==> src/bba_pkg.sv <==
// ----------------------------------------------------------------------------
// bba_pkg
// Shared types and constants of the buddy block allocator: request and
// result words, status and command codes, node evaluation flags.
// ----------------------------------------------------------------------------
package bba_pkg;

	localparam int POOL_LOG2_DEF   = 20;
	localparam int TREE_LEVELS_DEF = 10;

	localparam logic [4:0] MIN_GRAIN_RESET = 5'd10;

	localparam logic CMD_ALLOC = 1'b0;
	localparam logic CMD_FREE  = 1'b1;

	typedef enum logic [1:0] {
		ST_OK    = 2'd0,
		ST_OOM   = 2'd1,
		ST_NOBLK = 2'd2
	} status_t;

	typedef struct packed {
		logic        command;
		logic [20:0] req_size;
		logic [4:0]  align_log2;
		logic [19:0] free_offset;
	} req_t;

	typedef struct packed {
		status_t     status;
		logic [19:0] block_offset;
		logic [20:0] block_size;
		logic [20:0] bytes_in_use;
	} rsp_t;

	typedef struct packed {
		logic minimal;
		logic bottom;
		logic misaligned;
		logic too_small;
		logic under_twice;
		logic go_right;
		logic off_match;
	} node_flags_t;

endpackage

==> src/bba_node_unit.sv <==
// ----------------------------------------------------------------------------
// bba_node_unit
// Shared node evaluator: offset and size of one tree node from its index
// and depth, plus the compares both the allocate and free walks need.
// ----------------------------------------------------------------------------
module bba_node_unit #(
	parameter int POOL_LOG2   = 20,
	parameter int TREE_LEVELS = 10
) (
	input  logic [TREE_LEVELS:0]   idx,
	input  logic [$clog2(((POOL_LOG2 > TREE_LEVELS) ? POOL_LOG2 : TREE_LEVELS) + 1)-1:0] dep,
	input  logic [20:0]            req,
	input  logic [4:0]             align,
	input  logic [4:0]             grain,
	input  logic [19:0]            addr,
	output logic [POOL_LOG2-1:0]   off,
	output logic [POOL_LOG2:0]     size,
	output bba_pkg::node_flags_t   flags
);
	import bba_pkg::*;

	localparam int IW   = TREE_LEVELS + 1;
	localparam int DMAX = (POOL_LOG2 > TREE_LEVELS) ? POOL_LOG2 : TREE_LEVELS;
	localparam int DW   = $clog2(DMAX + 1);
	localparam int SUMW = POOL_LOG2 + IW;
	localparam int CW   = (POOL_LOG2 + 1 > 22) ? POOL_LOG2 + 1 : 22;
	localparam int AW   = ((POOL_LOG2 > 20) ? POOL_LOG2 : 20) + 1;

	logic [IW-1:0]        pos;
	logic [DW-1:0]        sh;
	logic [SUMW-1:0]      off_w;
	logic [POOL_LOG2-1:0] amask;
	logic [AW-1:0]        mid;

	always_comb begin
		pos   = idx + IW'(1) - (IW'(1) << dep);
		sh    = DW'(POOL_LOG2) - dep;
		size  = (POOL_LOG2 + 1)'(1) << sh;
		off_w = SUMW'(pos) << sh;
		off   = off_w[POOL_LOG2-1:0];
		for (int j = 0; j < POOL_LOG2; j++) begin
			amask[j] = (32'(j) < 32'(align));
		end
		mid = AW'(off) + AW'(size >> 1);

		flags.bottom      = (32'(dep) >= TREE_LEVELS) || (32'(dep) >= POOL_LOG2);
		flags.minimal     = flags.bottom || ((POOL_LOG2 - 32'(dep)) <= 32'(grain));
		flags.misaligned  = |(off & amask);
		flags.too_small   = CW'(size) < CW'(req);
		flags.under_twice = CW'(size) < (CW'(req) << 1);
		flags.go_right    = AW'(addr) >= mid;
		flags.off_match   = AW'(off) == AW'(addr);
	end

endmodule

==> config.mk <==
export PLATFORM = sky130hd
export DESIGN_NAME = bba_node_unit
export DESIGN_NICKNAME = d
export VERILOG_FILES = /design/src/bba_pkg.sv /design/src/bba_node_unit.sv
export SDC_FILE = /design/constraint.sdc
export NUM_CORES = 1
export LEC_CHECK = 0
export ABC_AREA = 1
export BUFFER_PORTS_ARGS = -buffer_cell sky130_fd_sc_hd__buf_2
export CELL_PAD_IN_SITES_DETAIL_PLACEMENT = 0
export CELL_PAD_IN_SITES_GLOBAL_PLACEMENT = 1
export CORE_ASPECT_RATIO = 0.75
export CORE_MARGIN = 4
export CORE_UTILIZATION = 35
export DETAILED_ROUTE_END_ITERATION = 16
export PLACE_DENSITY_LB_ADDON = 0.1
export RECOVER_POWER = 50
export SLEW_MARGIN = 20
export SYNTH_ARGS = -nofsm -noshare
export SYNTH_HDL_FRONTEND = slang
export SYNTH_SLANG_ARGS = --single-unit
==> constraint.sdc <==
create_clock -name vclk -period 5.2
set_clock_uncertainty 0.1 [all_clocks]
set_input_delay 0.26 -clock vclk [all_inputs]
set_output_delay 0.26 -clock vclk [all_outputs]
set_load 0.005 [all_outputs]
==> impl_metrics.ini <==
[yosys]
synthCells = 839
synth.distinct_cells = 44
synth.avg_cell_area_um2 = 5.67
synth_nets = 1016
seq_area_frac_synth_pct = 0
synthTopCellsByArea = ha_1 (28%), nand2_1 (19%), nand3_1 (11%)
synth_top_cell_area_share_pct = 28.4
yosys_warnings = 0
syn-cell-area_um2 = 4760
synth_top_cell_by_area = ha_1

[placed_design]
placed_cell_area_um2 = 6510
portBuffers = 115
hpwl_mm = 16.8
gp_congestion = 1.00
pre_cts_slack_ns = -0.569

[flow_run]
cap_violations = 0

[layout]
clockBufferCount = 0
fin_nets = 1255
regArea_um2 = 0
layout_commonest_cell = nand2_1
final_cell_mix = nand2_1 (218), buf_4 (131), inv_1 (117)
drive_gt1_share_pct = 32.2
design_area_um2 = 7080
fin_util_pct = 53.8
diodes = 0
syn2layout_area_growth_pct = 48.7
seq_cell_count = 0
fillCellCount = 1387
multi_input_area_um2 = 4750

[critical_path]
max_stage_delay_ns = 0.29
cp.required_ns = 4.84
path_class = input port to primary output
slowest_stage = ha_1
start_kind = input port
critical_path.startpoint = dep[0]
crit_family = simple AND/OR/NAND/NOR gates
cp_num_buf_inv = 7
cp_data_arrival_time_ns = 5.00
crit_top_cell = nand2_1
crit_path_end_kind = primary output
cp_max_fo = 4

[hold_path]
hold_path.class = input port to primary output
min_from = addr[15]

[floorplan]
die_x_um = 143
die-area_um2 = 15500
core_um2 = 13200
ioPinCount = 115
die_h_um = 109
initial_utilization_pct = 36.2
fp-row-count = 36

[drt]
ant_nets = 0
routed_via_density = 5.18
num_vias = 6462
firstDrtPassIters = 6
drcViolationCount = 0
wl_per_cell_um = 15.6
dr.first_iter.drc_count = 567
wl_mm = 19.4

[power]
leakage_uw = 0.00398
switching_power_uw = 452
pwr-share-clk_pct = 0
seq_power_share_pct = 0
totalPowerFinal_uw = 807
p_per_area_nw_per_um2 = 114
p_int_uw = 355
swShare_pct = 56.0
combPwrFrac_pct = 100.0
worst_ir_drop_vdd_mv = 0.0549

[sta]
relSlewSlack_pct = 63.9
min_period_over_period_pct = 103
rsz0062_at_grt = true
hold_viol = 0
fin_ws_ns = -0.161
fin_setup_tns_ns = -0.161
drv_slew = 0
final-setup-viol-count = 1
worst_pin_slew_ns = 0.540
fin_crit_ns = 5.36
fmax_ghz = 0.187

[outcome]
outcome = finished with violations
violations = setup timing

[grt]
grt_antenna_before_repair = 0
track_usage_pct = 23.7
grt_max_degree = 19
grt_pass1_wl_mm = 29.9
overflow = 0
grt_pass1_vias = 5861

[clock_tree]
hold_buffers = 0
## kinds of logic after synthesis
| group | Yosys count | synth area share, % |
|---|---|---|
| AO/OA/AOI/OAI | 103 | 12.2 |
| XOR/XNOR | 20 | 3.68 |
| adder cells (fa/ha/maj) | 110 | 29.2 |
| buffers and inverters | 144 | 12.1 |
| AND/OR/NAND/NOR | 462 | 42.8 |
## through the flow
stage	cells	hold slack, ns
6_report	1247	0.829
5_1_grt	1247	0.864
4_1_cts	1240	0.831
3_5_place_dp	1233	0.832
3_3_place_gp	1233	0.828
2_1_floorplan	839	0.577
## power groups by stage
stage / clock network [uW] / logic, uW / registers (uW)
finish: 0 / 807 / 0
global route: 0 / 898 / 0
CTS: 0 / 752 / 0
detailed placement: 0 / 718 / 0
global placement: 0 / 707 / 0
floorplan: 0 / 413 / 0
## cell usage after synthesis, types with 2 or more instances
cell / count
a31oi_1: 2
a21oi_1: 48
nor3_1: 11
nor2_1: 61
a21o_1: 2
nor2_2: 2
o211ai_1: 2
a211oi_1: 5
nand2_1: 236
o31ai_1: 3
buf_4: 2
xor2_1: 6
xnor2_1: 14
clkbuf_1: 3
nand2_2: 5
nand3_1: 109
o21ai_0: 30
ha_1: 108
a41oi_1: 2
inv_1: 125
nand3b_1: 6
nand4_1: 20
buf_2: 6
nand3_2: 4
inv_2: 3
a21boi_0: 2
buf_6: 2
o21ai_1: 2
nor4_1: 2
fa_1: 2
## cell type report
cell class	count	share of cell area, %
Tap cell	171	3.02
Multi-Input combinational cell	695	67.2
Timing Repair Buffer	251	22.7
Inverter	130	7.14
## metal layers
metal / up-vias / global-route usage (%) / part of all wire, % / routed length, um
li1: 3276 / - / - / -
met1: 2956 / 38.1 / 51 / 9930
met2: 220 / 35.4 / 41 / 7960
met3: 10 / 1.67 / 7.2 / 1400
met4: 0 / 1.83 / 0.75 / 146
met5: - / 0 / 0 / 0
## worst min-delay path, cell delays in order
cell,delay (ns)
buf_2,0.11
xnor2_1,0.07
nand3_1,0.07
nor2_1,0.04
buf_2,0.11
## path summary, 6_finish.rpt
kind / cells past startpoint / end
min: 5 / flags[0]
max: 43 / flags[1]
## repair_timing
item | in CTS | in global routing
setup endpoints to repair | 1 | 1
gates cloned | 0 | 0
gates resized for setup | 49 | 53
setup buffers | 7 | 7
pin swaps | 27 | 32
No activity file was read; power rests on OpenSTA's default activity.
